===== src/design/stfp_pkg.sv =====
// ----------------------------------------------------------------------------
// Frame parser package
// Constants, types and the function-code lookup that the frame parser uses.
// ----------------------------------------------------------------------------
package stfp_pkg;

  localparam int MAX_PAYLOAD_BYTES = 6;
  localparam int FRAME_PAYLOAD_W   = 48;
  localparam int PACK_BYTES        = FRAME_PAYLOAD_W / 8;

  localparam logic [7:0] SYNC_BYTE    = 8'hFB;
  localparam logic [7:0] FUNC_LEN_SIX = 8'h31;
  localparam logic [7:0] FUNC_LEN_TWO = 8'h32;
  localparam logic [7:0] FUNC_LEN_FOUR = 8'h33;
  localparam logic [7:0] FUNC_LEN_ONE = 8'h34;

  localparam logic [2:0] LEN_NONE = 3'd0;

  typedef enum logic [4:0] {
    PH_HUNT = 5'b00001,
    PH_ADDR = 5'b00010,
    PH_FUNC = 5'b00100,
    PH_DATA = 5'b01000,
    PH_SUM  = 5'b10000
  } phase_t;

  typedef struct packed {
    logic [7:0]                 address;
    logic [7:0]                 func_code;
    logic [2:0]                 length;
    logic [FRAME_PAYLOAD_W-1:0] payload;
  } frame_t;

  // Payload length selected by a function code; LEN_NONE for an unknown code.
  function automatic logic [2:0] length_for_code(input logic [7:0] code);
    logic [2:0] len;
    unique case (code)
      FUNC_LEN_SIX:  len = 3'd6;
      FUNC_LEN_TWO:  len = 3'd2;
      FUNC_LEN_FOUR: len = 3'd4;
      FUNC_LEN_ONE:  len = 3'd1;
      default:       len = LEN_NONE;
    endcase
    return len;
  endfunction

endpackage


===== src/design/stfp_if.sv =====
// ----------------------------------------------------------------------------
// Frame parser channel interfaces
// Valid/ready channels for received bytes and for parsed frames.
// ----------------------------------------------------------------------------
interface stfp_rx_if;
  logic       valid;
  logic       ready;
  logic [7:0] rx_byte;

  modport source (output valid, output rx_byte, input ready);
  modport sink   (input valid, input rx_byte, output ready);
endinterface

interface stfp_frame_if;
  logic        valid;
  logic        ready;
  logic [7:0]  frame_address;
  logic [7:0]  frame_function;
  logic [2:0]  frame_length;
  logic [47:0] frame_payload;

  modport source (output valid, output frame_address, output frame_function,
                  output frame_length, output frame_payload, input ready);
  modport sink   (input valid, input frame_address, input frame_function,
                  input frame_length, input frame_payload, output ready);
endinterface


===== src/design/stfp_in_stage.sv =====
// ----------------------------------------------------------------------------
// Frame parser input stage
// Registers one received byte; refills in the same cycle the byte moves on.
// ----------------------------------------------------------------------------
module stfp_in_stage (
  input  logic        clk,
  input  logic        rst,
  stfp_rx_if.sink     rx,
  input  logic        advance,
  output logic        byte_valid,
  output logic [7:0]  byte_q
);

  assign rx.ready = !byte_valid || advance;

  always_ff @(posedge clk) begin
    if (rst) begin
      byte_valid <= 1'b0;
    end else if (rx.ready) begin
      byte_valid <= rx.valid;
    end
  end

  always_ff @(posedge clk) begin
    if (rx.valid && rx.ready) begin
      byte_q <= rx.rx_byte;
    end
  end

endmodule


===== src/design/stfp_parser.sv =====
// ----------------------------------------------------------------------------
// Frame parser state machine
// Holds the frame state and works out the next state and any finished frame
// for the byte presented in this cycle.
// ----------------------------------------------------------------------------
module stfp_parser (
  input  logic            clk,
  input  logic            rst,
  input  logic            step,
  input  logic [7:0]      byte_in,
  output logic            res_valid,
  output stfp_pkg::frame_t res
);
  import stfp_pkg::*;

  phase_t     phase, phase_next;
  logic [7:0] held_address, held_address_next;
  logic [7:0] held_function, held_function_next;
  logic [2:0] payload_len, payload_len_next;
  logic [2:0] bytes_collected, bytes_collected_next;
  logic [7:0] running_sum, running_sum_next;
  logic [7:0] payload_store [MAX_PAYLOAD_BYTES];
  logic       store_we;
  logic       clear_all;
  logic [2:0] code_len;
  logic [7:0] sum_plus;

  assign code_len = length_for_code(byte_in);
  assign sum_plus = running_sum + byte_in;

  always_comb begin
    phase_next           = phase;
    held_address_next    = held_address;
    held_function_next   = held_function;
    payload_len_next     = payload_len;
    bytes_collected_next = bytes_collected;
    running_sum_next     = running_sum;
    store_we             = 1'b0;
    clear_all            = 1'b0;
    res_valid            = 1'b0;
    unique case (phase)
      PH_HUNT: begin
        if (byte_in == SYNC_BYTE) begin
          phase_next       = PH_ADDR;
          running_sum_next = SYNC_BYTE;
        end
      end
      PH_ADDR: begin
        held_address_next = byte_in;
        running_sum_next  = sum_plus;
        phase_next        = PH_FUNC;
      end
      PH_FUNC: begin
        if (code_len == LEN_NONE) begin
          clear_all = 1'b1;
        end else begin
          held_function_next   = byte_in;
          payload_len_next     = code_len;
          bytes_collected_next = 3'd0;
          running_sum_next     = sum_plus;
          phase_next           = PH_DATA;
        end
      end
      PH_DATA: begin
        store_we             = int'(bytes_collected) < MAX_PAYLOAD_BYTES;
        bytes_collected_next = bytes_collected + 3'd1;
        running_sum_next     = sum_plus;
        if (bytes_collected_next >= payload_len) begin
          phase_next = PH_SUM;
        end
      end
      PH_SUM: begin
        res_valid = (byte_in == running_sum);
        clear_all = 1'b1;
      end
      default: begin
        clear_all = 1'b1;
      end
    endcase
  end

  always_ff @(posedge clk) begin
    if (rst || (step && clear_all)) begin
      phase           <= PH_HUNT;
      held_address    <= '0;
      held_function   <= '0;
      payload_len     <= '0;
      bytes_collected <= '0;
      running_sum     <= '0;
    end else if (step) begin
      phase           <= phase_next;
      held_address    <= held_address_next;
      held_function   <= held_function_next;
      payload_len     <= payload_len_next;
      bytes_collected <= bytes_collected_next;
      running_sum     <= running_sum_next;
    end
  end

  always_ff @(posedge clk) begin
    if (rst || (step && clear_all)) begin
      for (int i = 0; i < MAX_PAYLOAD_BYTES; i++) begin
        payload_store[i] <= '0;
      end
    end else if (step && store_we) begin
      payload_store[bytes_collected] <= byte_in;
    end
  end

  // Bytes past the frame length are forced to zero in the packed word.
  always_comb begin
    res.address   = held_address;
    res.func_code = held_function;
    res.length    = payload_len;
    res.payload   = '0;
    for (int i = 0; i < PACK_BYTES && i < MAX_PAYLOAD_BYTES; i++) begin
      if (i < int'(payload_len)) begin
        res.payload[8*i +: 8] = payload_store[i];
      end
    end
  end

  a_result_only_at_checksum: assert property (@(posedge clk) disable iff (rst)
    res_valid |-> phase == PH_SUM)
    else $error("frame result outside the checksum phase");

  a_result_length_legal: assert property (@(posedge clk) disable iff (rst)
    res_valid |-> (res.length == 3'd1 || res.length == 3'd2 ||
                   res.length == 3'd4 || res.length == 3'd6))
    else $error("frame result carries an illegal length");

  a_collect_below_length: assert property (@(posedge clk) disable iff (rst)
    phase == PH_DATA |-> bytes_collected < payload_len)
    else $error("payload count reached the length while still collecting");

  a_hunt_after_result: assert property (@(posedge clk) disable iff (rst)
    step && res_valid |=> phase == PH_HUNT && running_sum == 8'd0)
    else $error("parser did not return to the hunt after a frame");

endmodule


===== src/design/stfp_out_reg.sv =====
// ----------------------------------------------------------------------------
// Frame parser output register
// Holds one finished frame until the downstream side takes it.
// ----------------------------------------------------------------------------
module stfp_out_reg (
  input  logic             clk,
  input  logic             rst,
  input  logic             load,
  input  stfp_pkg::frame_t res,
  output logic             out_free,
  stfp_frame_if.source     frame
);
  import stfp_pkg::*;

  assign out_free = !frame.valid || frame.ready;

  always_ff @(posedge clk) begin
    if (rst) begin
      frame.valid <= 1'b0;
    end else if (load) begin
      frame.valid <= 1'b1;
    end else if (frame.ready) begin
      frame.valid <= 1'b0;
    end
  end

  always_ff @(posedge clk) begin
    if (load) begin
      frame.frame_address  <= res.address;
      frame.frame_function <= res.func_code;
      frame.frame_length   <= res.length;
      frame.frame_payload  <= res.payload;
    end
  end

endmodule


===== src/design/servo_telemetry_frame_parser.sv =====
// ----------------------------------------------------------------------------
// Servo telemetry frame parser
// This block takes received serial bytes one transaction at a time on the rx
// channel, hunts for the sync byte 0xFB, then reads an address byte and a
// function code (0x31, 0x32, 0x33 or 0x34 select 6, 2, 4 or 1 payload bytes;
// any other code drops the frame). After the payload it compares the next
// byte with the 8-bit wrapping sum of all frame bytes from the sync byte
// through the payload, and on a match sends one transaction on the frame
// channel with address, function code, length and the packed payload (first
// byte in bits 7:0, unused bytes zero). A checksum mismatch drops the frame
// silently, and the failing byte is not reconsidered as a sync byte. The
// block takes one byte per clock cycle while the output register is free;
// a byte passes through the input register and the parser logic into the
// output register, which then raises valid on the frame channel. The rate
// is set by the output register: the parser advances in any cycle in which
// that register is empty or being emptied, so the block only slows down
// while the frame sink holds off ready.
// ----------------------------------------------------------------------------
module servo_telemetry_frame_parser (
  input  logic         clk,
  input  logic         rst,
  stfp_rx_if.sink      rx,
  stfp_frame_if.source frame
);
  import stfp_pkg::*;

  logic       byte_valid;
  logic [7:0] byte_q;
  logic       advance;
  logic       out_free;
  logic       res_valid;
  frame_t     res;

  // The registered byte moves through the parser whenever a possible result
  // has a place to go. Bytes that produce no frame advance under the same
  // condition, which keeps the control simple and costs nothing while the
  // sink is ready.
  assign advance = byte_valid && out_free;

  // Input register: parts the upstream handshake from the parser logic.
  stfp_in_stage u_in_stage (
    .clk        (clk),
    .rst        (rst),
    .rx         (rx),
    .advance    (advance),
    .byte_valid (byte_valid),
    .byte_q     (byte_q)
  );

  // Parser: frame state plus the combinational next-state and result logic.
  stfp_parser u_parser (
    .clk       (clk),
    .rst       (rst),
    .step      (advance),
    .byte_in   (byte_q),
    .res_valid (res_valid),
    .res       (res)
  );

  // Output register: a finished frame waits here for the frame sink, while
  // further bytes keep coming in as long as it can be refilled.
  stfp_out_reg u_out_reg (
    .clk      (clk),
    .rst      (rst),
    .load     (advance && res_valid),
    .res      (res),
    .out_free (out_free),
    .frame    (frame)
  );

endmodule


===== src/flat_wrapper.sv =====
// flat-port wrapper written by rule: the top's interface ports become plain ports
module servo_telemetry_frame_parser_flat import stfp_pkg::*;
  (clk, rst, rx_valid, rx_rx_byte, rx_ready, frame_valid, frame_frame_address, frame_frame_function, frame_frame_length, frame_frame_payload, frame_ready);
  stfp_rx_if rx_i ();
  stfp_frame_if frame_i ();
  input  logic clk;
  input  logic rst;
  input wire logic [$bits(rx_i.valid)-1:0] rx_valid;
  input wire logic [$bits(rx_i.rx_byte)-1:0] rx_rx_byte;
  output wire logic [$bits(rx_i.ready)-1:0] rx_ready;
  output wire logic [$bits(frame_i.valid)-1:0] frame_valid;
  output wire logic [$bits(frame_i.frame_address)-1:0] frame_frame_address;
  output wire logic [$bits(frame_i.frame_function)-1:0] frame_frame_function;
  output wire logic [$bits(frame_i.frame_length)-1:0] frame_frame_length;
  output wire logic [$bits(frame_i.frame_payload)-1:0] frame_frame_payload;
  input wire logic [$bits(frame_i.ready)-1:0] frame_ready;
  assign rx_i.valid = rx_valid;
  assign rx_i.rx_byte = rx_rx_byte;
  assign rx_ready = rx_i.ready;
  assign frame_valid = frame_i.valid;
  assign frame_frame_address = frame_i.frame_address;
  assign frame_frame_function = frame_i.frame_function;
  assign frame_frame_length = frame_i.frame_length;
  assign frame_frame_payload = frame_i.frame_payload;
  assign frame_i.ready = frame_ready;
  servo_telemetry_frame_parser u_core (.clk(clk), .rst(rst), .rx(rx_i), .frame(frame_i));
endmodule

===== config.mk =====
export PLATFORM = sky130hd
export DESIGN_NAME = servo_telemetry_frame_parser_flat
export DESIGN_NICKNAME = d
export VERILOG_FILES = /design/src/design/stfp_pkg.sv /design/src/design/stfp_if.sv /design/src/design/stfp_in_stage.sv /design/src/design/stfp_parser.sv /design/src/design/stfp_out_reg.sv /design/src/design/servo_telemetry_frame_parser.sv /design/src/flat_wrapper.sv
export SDC_FILE = /design/constraint.sdc
export NUM_CORES = 1
export LEC_CHECK = 0
export BUFFER_PORTS_ARGS = -buffer_cell sky130_fd_sc_hd__buf_2
export CAP_MARGIN = 25
export CORE_MARGIN = 1
export CORE_UTILIZATION = 60
export DETAILED_ROUTE_END_ITERATION = 7
export GPL_TIMING_DRIVEN = 0
export PLACE_DENSITY = 0.82
export SLEW_MARGIN = 0
export SYNTH_ARGS = -nofsm -noshare
export SYNTH_HDL_FRONTEND = slang
export SYNTH_HIERARCHICAL = 1
export SYNTH_SLANG_ARGS = --single-unit

===== constraint.sdc =====
create_clock -name clk -period 10.89 [get_ports clk]
set_input_delay 1.089 -clock clk [delete_from_list [all_inputs] [get_ports clk]]
set_output_delay 1.089 -clock clk [all_outputs]
set_load 0.01 [all_outputs]

# After elaboration in Yosys (flattened, before gate mapping)
# Memories as Yosys holds them, arrays and structs flattened. A register that Yosys moved wholly into a read port is not among the register bits.
# Index checks and enable logic that the tools add are counted.
[op_classes]
n_bitwise = 1
add_sub_neg = 2
eq_ne = 14
order_cmp = 8
mux = 24
reduce_logical = 29
[ops]
columns = ["op", "n"]
rows = [
  ["8-bit by 6-bit equality test with 1-bit output, second input constant", 4],
  ["8-bit 2-to-1 mux", 3],
  ["8-bit case mux with 3 select lines", 1],
  ["5-bit case mux with 4 select lines", 1],
  ["5-bit 2-to-1 mux", 3],
  ["3-bit case mux with 4 select lines", 1],
  ["1-bit 2-to-1 mux", 11],
  ["8-bit adder", 1],
  ["8-bit equality test", 1],
  ["8-bit equality test, second input constant", 1],
  ["1-bit zero test", 8],
  ["8-bit OR reduction", 1],
  ["1-bit by 3-bit less-than comparator with 1-bit output, first input constant", 2],
  ["2-bit by 3-bit less-than comparator with 1-bit output, first input constant", 2],
  ["3-bit less-than comparator, first input constant", 2],
  ["3-bit 2-to-1 mux", 2],
  ["2-bit inequality test, second input constant", 3],
  ["3-bit case mux with 2 select lines", 1],
  ["3-bit AND reduction", 2],
  ["5-bit by 1-bit equality test with 1-bit output, second input constant", 1],
  ["5-bit by 2-bit equality test with 1-bit output, second input constant", 1],
  ["5-bit by 3-bit equality test with 1-bit output, second input constant", 1],
  ["5-bit by 4-bit equality test with 1-bit output, second input constant", 1],
  ["5-bit equality test, second input constant", 1],
  ["16 further kinds", 23],
]
[totals]
ff_bits = 64
ramBits = 48
in_bits = 12
n_memories = 1
elab_cells = 91
[mem_list]
columns = ["name", "words", "word_bits", "rd", "rd_ports_with_merged_regs", "wr", "line", "source"]
rows = [
  ["u_core.u_parser.payload_store", 6, 8, 6, 6, 6, "stfp_parser.sv:22", "logic [7:0] payload_store [MAX_PAYLOAD_BYTES];"],
]

# Longest topological paths before layout
# Gate-level depths: netlist (run 1).
[logic_depth]
ltp_word = 11
mapped_depth = 9
ltp_nobuf = 9

# Hierarchy
# The synthesis (run 1) kept the hierarchy.
[by_module_without_submodules]
columns = ["mod", "instances", "seq_area_each_um2", "cells_each", "area_each_um2"]
rows = [
  ["stfp_parser", 1, 2142.1, 403, 4181.5],
  ["stfp_out_reg", 1, 2031.9, 71, 2058.2],
  ["stfp_in_stage", 1, 260.2, 13, 295.3],
  ["servo_telemetry_frame_parser", 1, 0.0, 2, 12.5],
]

# Worst setup path before layout (run 1)
# Ideal clock, no wire load.
[synth_timing]
kind = "reg2reg"
startpoint = "register u_core.u_in_stage.byte_q[2]"
endpoint = "register u_core.u_out_reg.frame.frame_address[0] (enable)"
period_less_slack_ns = 3.487
setup_ns = 0.433
stages_incl_launch_ff = 5
arrival_ns = 3.054
path_buffers = 0
path_slack_ns = 7.403
cell_sequence = "edfxtp_1 -> ha_1 -> or4_1 -> nor3_1 -> and3_1"
[synth_between]
elab_chain_len = 3
[synth_lines]
columns = ["element", "line", "source"]
rows = [
  ["start: declaration", "stfp_in_stage.sv:11", "output logic [7:0] byte_q"],
  ["start signal: assignment", "stfp_in_stage.sv:26", "byte_q <= rx.rx_byte;"],
  ["8-bit equality test", "stfp_parser.sv:73", "res_valid = (byte_in == running_sum);"],
  ["1-bit 2-to-1 mux", "stfp_parser.sv:41", "unique case (phase)"],
  ["via u_core.res_valid", "servo_telemetry_frame_parser.sv:31", "logic res_valid;"],
  ["1-bit logical AND", "servo_telemetry_frame_parser.sv:65", ".load (advance && res_valid),"],
  ["end signal: assignment", "stfp_out_reg.sv:29", "frame.frame_address <= res.address;"],
  ["end: declaration", "stfp_if.sv:22", "modport source (output valid, output frame_address, output frame_function,"],
]
# The timed path passes the listed nets, and every way through them passes these cells.
# A chain may end at the register's enable or synchronous reset.

==> metrics.yaml, run 1 <==
synthesis:
  synth_warnings: 6
  synth_area_um2: 6550
  synthTopCellsByArea: "edfxtp_1, dfxtp_1, and2_1, nor2b_1, ha_1"
  avgSynthCellArea_um2: 13.4
  synth_cells: 489
  async_reset_ff_frac: 0
  postSynthNetCount: 513
  ys_seq_elements: 160
  yosys.area.top_type_share: 0.564
  synth_area_leader_cell: "edfxtp_1"
  synth_ff_type: "edfxtp_1"
  synth_edf_count: 123
  synth_cell_types: 58
  synth-seq-area-share: 0.677
sta:
  worst_clock_skew_ns: 0.0113
  slew_headroom: 0.306
  fin_tns_setup_ns: 0
  grt_setup_unrepaired: "no"
  period_minus_slack_ns: 3.25
  setup_viol: 0
  drv_slew: 0
  worst_pin_slew_ns: 1.03
  fin_crit_sh: 0.298
  fmax_ghz: 0.308
  hold_viol: 0
placement:
  io_buffers: 80
  hpwl_um: 8490
  routabilityCongestion: 0.903
  place_area_um2: 7140
global_route:
  grt_max_degree: 45
  grt_use_total: 0.248
  grt.overflow.total: 0
  antenna_found_initial: 0
  grt_pass1_vias: 4192
  grt_first_pass_wirelength_um: 20700
final_layout:
  synthToLayoutAreaGrowth_pct: 19.0
  drive_gt1_frac: 0.238
  nNetsFinal: 617
  fin_area_um2: 7790
  diodes: 0
routing:
  dr.pass1.iters: 5
  viasPerCell: 5.72
  wirelength_um: 13200
  remaining_drc_errors: 0
  wire_per_inst_um: 17.8
  first_iter_violations: 414
  vias: 4246
  postRouteAntennaNets: 0
hold_path:
  hold_depth: 0
  hp-start: "u_core/u_parser/held_function[3]"
  hold_path_class: "register to register"
  hold_end: "u_core/u_out_reg/frame.frame_function[3]"
clock_tree:
  clockBufferDepth: 2
  cts_resized: 0
  cts_buffers: 17
  clock-sinks: 160
  htreeDepth: 4
  postCtsHoldBufs: 0
  cts_setup_buffers: 0
  clock_latency_ns: 0.52
  cts_tree: "built"
  cts.clk_slew.worst_paths_ns: 0.06
  cts_root_buf: "clkbuf_8"
setup_path:
  cp.arrival_ns: 3.37
  crit_chain: "nor3_2 > and4bb_2 > o221ai_4 > a21oi_1 > clkbuf_1 > o21ai_0"
  rr_endpoint: "u_core/u_parser/payload_store[5][5]"
  worst_r2r_path_depth: 6
  crit_required_ns: 11.02
  critPathCaptureType: "register"
  crit_fanout: 10
  critical_path_class: "register to register"
  cp-start-kind: "register"
  r2r_start: "u_core/u_in_stage/byte_q[6]"
  max_stage_delay_ns: 0.60
  cp_slowest_cell: "edfxtp_1"
  r2r_setup_slack_ns: 7.64
power:
  p_sw_frac: 0.206
  combPwrFrac: 0.042
  power_density_nw_per_um2: 173
  p_seq_frac: 0.501
  p_leak_uw: 0.00278
  p_sw_uw: 278
  irDropWorstVdd_v: 0.0000910
  intPower_uw: 1070
  clock_power_share: 0.457
die:
  start_util: 0.626
  chipHeight_um: 106
  die_w_um: 106
  core-area_um2: 10500
  die-area_um2: 11300
  rows: 37
  io_pins: 81
run:
  timing.max_cap.violations: 0
run_status:
  status: "finished, final reports clean"
-- synth_stat cells (3+ instances only) --
| master | n |
|---|---|
| a21oi_1 | 21 |
| a311oi_1 | 4 |
| and2_1 | 52 |
| and3_1 | 19 |
| buf_1 | 3 |
| buf_2 | 7 |
| clkbuf_1 | 8 |
| dfxtp_1 | 37 |
| edfxtp_1 | 123 |
| ha_1 | 11 |
| inv_1 | 12 |
| mux2i_1 | 6 |
| nand2_1 | 15 |
| nand2b_1 | 7 |
| nand3_1 | 7 |
| nor2_1 | 34 |
| nor2b_1 | 27 |
| nor3_1 | 11 |
| nor3_2 | 3 |
| nor4_1 | 7 |
| o21a_1 | 3 |
| o21ai_0 | 20 |
| xnor2_1 | 3 |
| xor2_1 | 5 |
-- metal layers --
layer	track usage	up-vias	routed length, um
met3	0.0558	34	870
met2	0.437	197	6910
met4	0.110	0	266
li1	-	1989	-
met5	0	-	0
met1	0.290	2026	5160
-- power groups by stage --
| stage | Clock (uW) | Combinational, uW | Sequential (uW) |
|---|---|---|---|
| floorplan | 0 | 39.5 | 685 |
| global placement | 0 | 52.3 | 689 |
| detailed placement | 0 | 54.7 | 689 |
| CTS | 625 | 55.2 | 677 |
| global route | 649 | 62.1 | 678 |
| finish | 617 | 57.3 | 677 |
-- worst max-delay path by stage --
stage | start | endpoint | slack (ns) | depth (start not counted)
6_report | u_core/u_in_stage/byte_q[6] | u_core/u_parser/payload_store[5][5] | 7.64 | 6
5_1_grt | u_core/u_in_stage/byte_q[6] | u_core/u_parser/payload_store[5][5] | 7.57 | 6
4_1_cts | u_core/u_in_stage/byte_q[6] | u_core/u_parser/payload_store[4][5] | 7.65 | 6
3_5_place_dp | frame_ready | u_core/u_parser/payload_store[4][0] | 7.29 | 7
3_3_place_gp | u_core/u_in_stage/byte_q[3] | u_core/u_out_reg/frame.frame_payload[23] | 6.56 | 5
2_1_floorplan | u_core/u_in_stage/byte_q[2] | u_core/u_out_reg/frame.frame_address[0] | 7.40 | 4
-- stage by stage --
step	hold WS, ns	instances	total power, uW	utilization	setup slack [ns]
final	0.428	742	1350	0.745	7.64
after global routing	0.444	742	1390	0.745	7.57
after floorplan	0.400	489	725	-	7.40
after CTS	0.431	739	1360	0.743	7.65
after detailed placement	0.413	707	744	0.683	7.29
after global placement	0.415	705	741	0.680	6.56
-- registers in the layout, summed over array words and instances (netlist names) --
signal and cells:
u_core/u_parser/bytes_collected 3, u_core/u_parser/held_function 8, u_core/u_out_reg/frame.frame_payload 48, u_core/u_parser/running_sum 8, u_core/u_in_stage/byte_q 8, u_core/u_in_stage/byte_valid 1
u_core/u_parser/phase 5, u_core/u_out_reg/frame.valid 1, u_core/u_parser/held_address 8, u_core/u_parser/payload_len 3, u_core/u_out_reg/frame.frame_function 8, u_core/u_out_reg/frame.frame_length 3
u_core/u_parser/payload_store 48, u_core/u_out_reg/frame.frame_address 8
-- layout make-up --
type / count / area (um^2)
sequential: 160 / 4430
multi-input combinational: 296 / 1960
clock buffer: 22 / 485
timing repair buffer: 85 / 443
buffer: 21 / 106
clock inverter: 10 / 145
tap: 136 / 170
inverter: 12 / 45.0
fill: 682 / 2670
-- cell usage in the layout (no fill, tap or decap), drive strengths merged, types with 4 or more instances in the layout --
cell type,n
a21oi,23
a311oi,4
and2,53
and3,19
buf,97
clkbuf,31
dfxtp,37
edfxtp,123
ha,11
inv,14
mux2i,6
nand2,15
nand2b,9
nand3,7
nor2,35
nor2b,27
nor3,16
nor4,9
o21ai,20
xor2,5
-- cell families (layout without fill, tap and decap cells) --
group / Yosys count / after routing / synth area share
flops: 160 / 160 / 0.677
simple gates: 203 / 203 / 0.187
buf+inv: 33 / 150 / 0.0231
compound gates: 67 / 67 / 0.0684
xor+xnor: 8 / 8 / 0.0107
fa+ha+maj: 12 / 12 / 0.0241
mux: 6 / 6 / 0.00917
-- critical path: cells and delay by family (launching register included) --
kind | cells | cell delay [ns]
AND/OR/NAND/NOR | 2 | 0.65
buffers and inverters | 1 | 0.48
AO/OA/AOI/OAI | 3 | 1.13
flip-flops | 1 | 0.60
Power figures use the tool's default switching activity.
==> run 2, diff against run 1 <==
--- a/config.mk
+++ b/config.mk
@@ -5,13 +5,14 @@
 export SDC_FILE = /design/constraint.sdc
 export NUM_CORES = 1
 export LEC_CHECK = 0
+export ABC_AREA = 1
 export BUFFER_PORTS_ARGS = -buffer_cell sky130_fd_sc_hd__buf_2
 export CAP_MARGIN = 25
 export CORE_MARGIN = 1
-export CORE_UTILIZATION = 60
+export CORE_UTILIZATION = 52
 export DETAILED_ROUTE_END_ITERATION = 7
 export GPL_TIMING_DRIVEN = 0
-export PLACE_DENSITY = 0.82
+export PLACE_DENSITY = 0.76
 export SLEW_MARGIN = 0
 export SYNTH_ARGS = -nofsm -noshare
 export SYNTH_HDL_FRONTEND = slang
==> constraint.sdc (replaced) <==
create_clock -name clk -period 2.7 [get_ports clk]
set_input_delay 0.27 -clock clk [delete_from_list [all_inputs] [get_ports clk]]
set_output_delay 0.27 -clock clk [all_outputs]
set_load 0.01 [all_outputs]
==> metrics.yaml, run 2 <==
sta:
  period_minus_slack_ns: 2.51
  fmax_ghz: 0.398
  fin_ws_ns: 0.186
  fin_crit_sh: 0.931
  hold_viol: 0
  slew_headroom: 0.425
  grt_setup_unrepaired: "no"
  worst_clock_skew_ns: 0.00937
  setup_viol: 0
  worst_pin_slew_ns: 0.863
  drv_slew: 0
synthesis:
  avgSynthCellArea_um2: 10.9
  synth_edf_count: 123
  synth_top_cells_by_count: "edfxtp_1, nor2_1, inv_1"
  yosys.area.top_type_share: 0.565
  synth_warnings: 6
  ys_seq_elements: 160
  synth_area_leader_cell: "edfxtp_1"
  synthTopCellsByArea: "edfxtp_1, dfxtp_1, nor2_1, inv_1, nand2_1"
  async_reset_ff_frac: 0
  synth_cells: 600
  synth_cell_types: 35
  postSynthNetCount: 624
  yosysMostFrequentCell: "edfxtp_1"
  synth_ff_type: "edfxtp_1"
  synth-seq-area-share: 0.678
  synth_area_um2: 6540
clock_tree:
  cts_root_buf: "clkbuf_16"
  cts.clk_slew.worst_paths_ns: 0.06
  clock_latency_ns: 0.43
  clock-sinks: 160
  htreeDepth: 4
  cts_buffers: 17
  cts_tree: "built"
  clockBufferDepth: 2
setup_path:
  critPathTopFamily: "buffers and inverters"
  cp-start-kind: "register"
  crit_top_cell: "inv_2"
  max_stage_delay_ns: 0.49
  cp.arrival_ns: 2.64
  cp_slowest_cell: "o31ai_1"
  critPathCaptureType: "register"
  crit_chain: "nand2_2 > nand2_1 > clkinvlp_4 > inv_2 > nor2_2 > inv_2 > nor2_1 > o31ai_1 > buf_2"
  crit_fanout: 6
  critical_path_class: "register to register"
  r2r_start: "u_core/u_out_reg/frame.valid"
  startpoint: "u_core/u_out_reg/frame.valid"
  crit_required_ns: 2.83
  critPathBufInv: 4
placement:
  io_buffers: 80
  hpwl_um: 8410
  place_area_um2: 7200
  place_ws_ns: -0.198
  routabilityCongestion: 0.859
final_layout:
  reg_top3: "u_core/u_out_reg/frame.frame_payload: 48 flops, u_core/u_parser/payload_store: 48 flops"
  final_cell_mix: "edfxtp_1, nor2_1, inv_1, nand2_1, buf_2"
  nNetsFinal: 735
  nFillCells: 917
  synthToLayoutAreaGrowth_pct: 20.7
  drive_gt1_frac: 0.228
  fin_area_um2: 7890
  final_common_cell: "edfxtp_1"
  fin_util: 0.652
  multiInputGateArea_um2: 1710
  ff_latch_area_um2: 4430
  diodes: 0
die:
  start_util: 0.540
  chipHeight_um: 114
  rows: 40
  die-area_um2: 13000
  core-area_um2: 12100
  die_w_um: 114
  io_pins: 81
run_status:
  status: "finished, final reports clean"
routing:
  wirelength_um: 12600
  viasPerCell: 4.93
  remaining_drc_errors: 0
  wire_per_inst_um: 14.1
  postRouteAntennaNets: 0
  first_iter_violations: 391
  dr.pass1.iters: 5
  vias: 4397
global_route:
  grt_use_total: 0.209
  grt.overflow.total: 0
  grt_pass1_vias: 4139
  antenna_found_initial: 0
  grt_max_degree: 40
  grt_first_pass_wirelength_um: 20000
run:
  timing.max_cap.violations: 0
hold_path:
  hold_path_class: "primary input to register"
  hp-start: "rx_rx_byte[5]"
power:
  power_density_nw_per_um2: 717
  p_leak_uw: 0.00360
  irDropWorstVdd_v: 0.000492
==> run 2: final cells by class <==
cell class / instances / area share
multi-input cells: 327 / 0.217
plain buffers: 6 / 0.00381
clock buffers: 17 / 0.0539
well taps: 168 / 0.0266
clock inverters: 15 / 0.0205
repair buffers: 91 / 0.0644
flip-flops and latches: 160 / 0.562
inverters: 108 / 0.0518
==> run 2: cells by family after synthesis <==
logic type	share of synthesized area
xor gates and xnor gates	0.00536
and+or+nand+nor	0.183
buffers and inverters	0.0666
adders and majority gates	0.0241
DFF	0.678
AOI/OAI and AO/OA	0.0429
==> run 2: routing by layer <==
metal | routed length, um | vias up | GRT usage
met3 | 750 | 32 | 0.0566
met1 | 5180 | 2044 | 0.245
met2 | 6190 | 158 | 0.345
met5 | 0 | - | 0
met4 | 475 | 0 | 0.126
li1 | - | 2163 | -
==> run 2: worst register-to-register path, cell delays in order (launching register included) <==
cell and delay (ns):
dfxtp_1 0.33, nand2_2 0.07, nand2_1 0.27, clkinvlp_4 0.32
inv_2 0.17, nor2_2 0.08, inv_2 0.09, nor2_1 0.10
o31ai_1 0.49, buf_2 0.29
==> run 2: repair_timing <==
item,4_1_cts,5_1_grt
pin swaps,1,0
gates cloned,1,0
buffers inserted,1,0
hold buffers,7,0
gates resized for setup,0,3
hold endpoints to repair,7,0
endpoints found under the setup margin,39,23
==> run 2: path summary, 6_finish.rpt <==
check,slack [ns],to,cells past startpoint
max,0.19,u_core/u_parser/payload_store[5][6],9
min,0.02,u_core/u_in_stage/byte_q[5],1
max reg2reg,0.19,u_core/u_parser/payload_store[5][6],9
min reg2reg,0.43,u_core/u_out_reg/frame.frame_address[5],0
==> run 2: where the power goes <==
part / leakage, uW / switching [uW] / internal, uW / total, uW
combinational: 0.00170 / 333 / 161 / 494
sequential: 0.00163 / 64.8 / 2760 / 2820
clock: 0.000272 / 972 / 1370 / 2340
==> run 2: metrics by stage <==
stage	instances	hold WS, ns	setup TNS (ns)	total power, uW
floorplan	600	0.332	-1.44	3230
global route	892	0.0124	0	5870
detailed placement	850	0.416	-7.60	3350
global placement	848	0.413	-40.17	3320
CTS	891	0.00111	0	5700
finish	892	0.0235	0	5660
==> run 3, diff against run 2 <==
--- a/config.mk
+++ b/config.mk
@@ -16,5 +16,4 @@
 export SLEW_MARGIN = 0
 export SYNTH_ARGS = -nofsm -noshare
 export SYNTH_HDL_FRONTEND = slang
-export SYNTH_HIERARCHICAL = 1
 export SYNTH_SLANG_ARGS = --single-unit
==> metrics.yaml, run 3 <==
placement:
  routabilityCongestion: 0.909
  hpwl_um: 8690
  place_area_um2: 7100
  io_buffers: 80
  place_ws_ns: -0.228
  dpl.cell_count: 814
routing:
  remaining_drc_errors: 0
  vias: 4327
  postRouteAntennaNets: 0
  wirelength_um: 12400
  viasPerCell: 5.10
  first_iter_violations: 397
  dr.pass1.iters: 5
  wire_per_inst_um: 14.6
die:
  die-area_um2: 12800
  core-area_um2: 12000
  die_w_um: 113
  start_util: 0.533
  chipHeight_um: 113
  rows: 40
  io_pins: 81
synthesis:
  synthAdderAreaFrac: 0.0246
  synthTopCellsByArea: "edfxtp_1, dfxtp_1, nor2_1, inv_1, nand2_1"
  ys_seq_elements: 160
  yosysMostFrequentCell: "edfxtp_1"
  synth_area_leader_cell: "edfxtp_1"
  yosys.area.top_type_share: 0.576
  synth_compound_area_frac: 0.0394
  synth-seq-area-share: 0.692
  synth_area_um2: 6410
  async_reset_ff_frac: 0
  avgSynthCellArea_um2: 11.0
  synth_top_cells_by_count: "edfxtp_1, nor2_1, inv_1"
  synthMuxAreaShare: 0
  postSynthNetCount: 607
  synth_top_family_by_area: "simple AND/OR/NAND/NOR gates"
  synth_simple_gate_area_frac: 0.172
  synth_warnings: 0
  synth_edf_count: 123
  synth_ff_type: "edfxtp_1"
  synth_xor_area_frac: 0.00547
  synth_cells: 583
  synth_cell_types: 34
final_layout:
  fin_util: 0.639
  diodes: 0
  drive_gt1_frac: 0.210
  reg_top3: "u_core.u_out_reg.frame.frame_payload: 48 flops, u_core.u_parser.payload_store: 48 flops"
  synthToLayoutAreaGrowth_pct: 19.9
  nNetsFinal: 713
  final_cell_count_no_fill: 848
  final_common_cell: "edfxtp_1"
  final_cell_mix: "edfxtp_1, nor2_1, inv_1, nand2_1, buf_2"
  fin_area_um2: 7680
sta:
  grt_setup_unrepaired: "no"
  period_minus_slack_ns: 2.48
  slew_headroom: 0.316
  fmax_ghz: 0.404
  drv_slew: 0
  worst_pin_slew_ns: 1.01
  fin_crit_sh: 0.917
  hold_slack_ns: 0.0223
  worst_clock_skew_ns: 0.00649
  hold_viol: 0
  fin_ws_ns: 0.223
  setup_viol: 0
setup_path:
  rr_endpoint: "u_core.u_out_reg.frame.frame_payload[4]"
  critical_path_class: "register to register"
  r2r_setup_slack_ns: 0.22
  max_stage_delay_ns: 0.54
  setup.worst_path.end: "u_core.u_out_reg.frame.frame_payload[4]"
  crit_required_ns: 2.82
  startpoint: "u_core.u_in_stage.byte_q[2]"
  crit_chain: "ha_1 > clkbuf_1 > nor4_1 > nand3_1 > nor4_4 > buf_4 > buf_6"
  worst_r2r_path_depth: 7
  r2r_start: "u_core.u_in_stage.byte_q[2]"
  cp.arrival_ns: 2.60
  crit_fanout: 18
  cp-start-kind: "register"
  cp_slowest_cell: "edfxtp_1"
  critPathCaptureType: "register"
power:
  power_density_nw_per_um2: 648
  irDropWorstVdd_v: 0.000336
  p_leak_uw: 0.00341
global_route:
  grt_use_total: 0.211
  grt.overflow.total: 0
  grt_pass1_vias: 4151
  grt_max_degree: 19
  grt_first_pass_wirelength_um: 19900
  antenna_found_initial: 0
run_status:
  status: "finished, final reports clean"
clock_tree:
  cts_tree: "built"
  clock-sinks: 160
  clockBufferDepth: 2
  htreeDepth: 4
  cts_buffers: 17
  cts_root_buf: "clkbuf_16"
  cts.clk_slew.worst_paths_ns: 0.06
  clock_latency_ns: 0.42
run:
  timing.max_cap.violations: 0
hold_path:
  hold_path_class: "primary input to register"
==> run 3: where the power goes <==
group          switching, uW  internal (uW)
Combinational           67.4           32.2
Clock                    899           1290
Sequential              22.9           2660
Total                    990           3990
==> run 3: stage by stage <==
step | total power [uW] | setup TNS (ns)
floorplan | 2800 | -79.16
global placement | 2830 | -132.43
detailed placement | 2840 | -5.53
CTS | 5010 | 0
global route | 5120 | 0
finish | 4970 | 0
==> run 3: worst min-delay path by stage <==
| stage | from | end | slack [ns] | cells after the start |
|---|---|---|---|---|
| 6_report | rx_rx_byte[3] | u_core.u_in_stage.byte_q[3] | 0.02 | 1 |
| 5_1_grt | rx_rx_byte[3] | u_core.u_in_stage.byte_q[3] | 0.009 | 1 |
| 4_1_cts | rx_rx_byte[6] | u_core.u_in_stage.byte_q[6] | 0.001 | 1 |
| 3_5_place_dp | u_core.u_parser.held_function[2] | u_core.u_out_reg.frame.frame_function[2] | 0.41 | 0 |
| 3_3_place_gp | u_core.u_parser.held_function[5] | u_core.u_out_reg.frame.frame_function[5] | 0.41 | 0 |
| 2_1_floorplan | rst | u_core.u_in_stage.byte_valid | 0.34 | 1 |
==> run 3: area by class of cell <==
class | instances | area, um^2
Sequential cell | 160 | 4430
Fill cell | 916 | 4330
Timing Repair Buffer | 87 | 478
Buffer | 8 | 50.0
Multi-Input combinational cell | 315 | 1600
Clock inverter | 8 | 56.3
Tap cell | 147 | 184
Clock buffer | 23 | 498
Inverter | 100 | 375
==> run 3: kinds of logic after synthesis <==
kind of cell	count (synthesis)
AO/OA/AOI/OAI	49
XOR/XNOR	4
adder cells (fa/ha/maj)	12
buffers and inverters	108
flip-flops	160
AND/OR/NAND/NOR	250
==> run 3: critical path: cells and delay by family (launching register included) <==
kind | cells | cell delay [ns]
simple gates | 3 | 0.67
buf+inv | 3 | 0.63
flops | 1 | 0.54
fa+ha+maj | 1 | 0.34
==> run 3: routing by layer <==
metal | routed length (um) | up-vias | GRT usage
met1 | 4960 | 2020 | 0.249
met5 | 0 | - | 0
met2 | 6250 | 153 | 0.356
met4 | 400 | 0 | 0.107
met3 | 748 | 39 | 0.0589
li1 | - | 2115 | -
==> run 3: timing repair <==
action                     in CTS  in global routing
buffers inserted                2                  0
resized for setup               0                  0
hold buffers                    1                  0
setup endpoints to repair      59                  0
hold endpoints to repair        1                  0
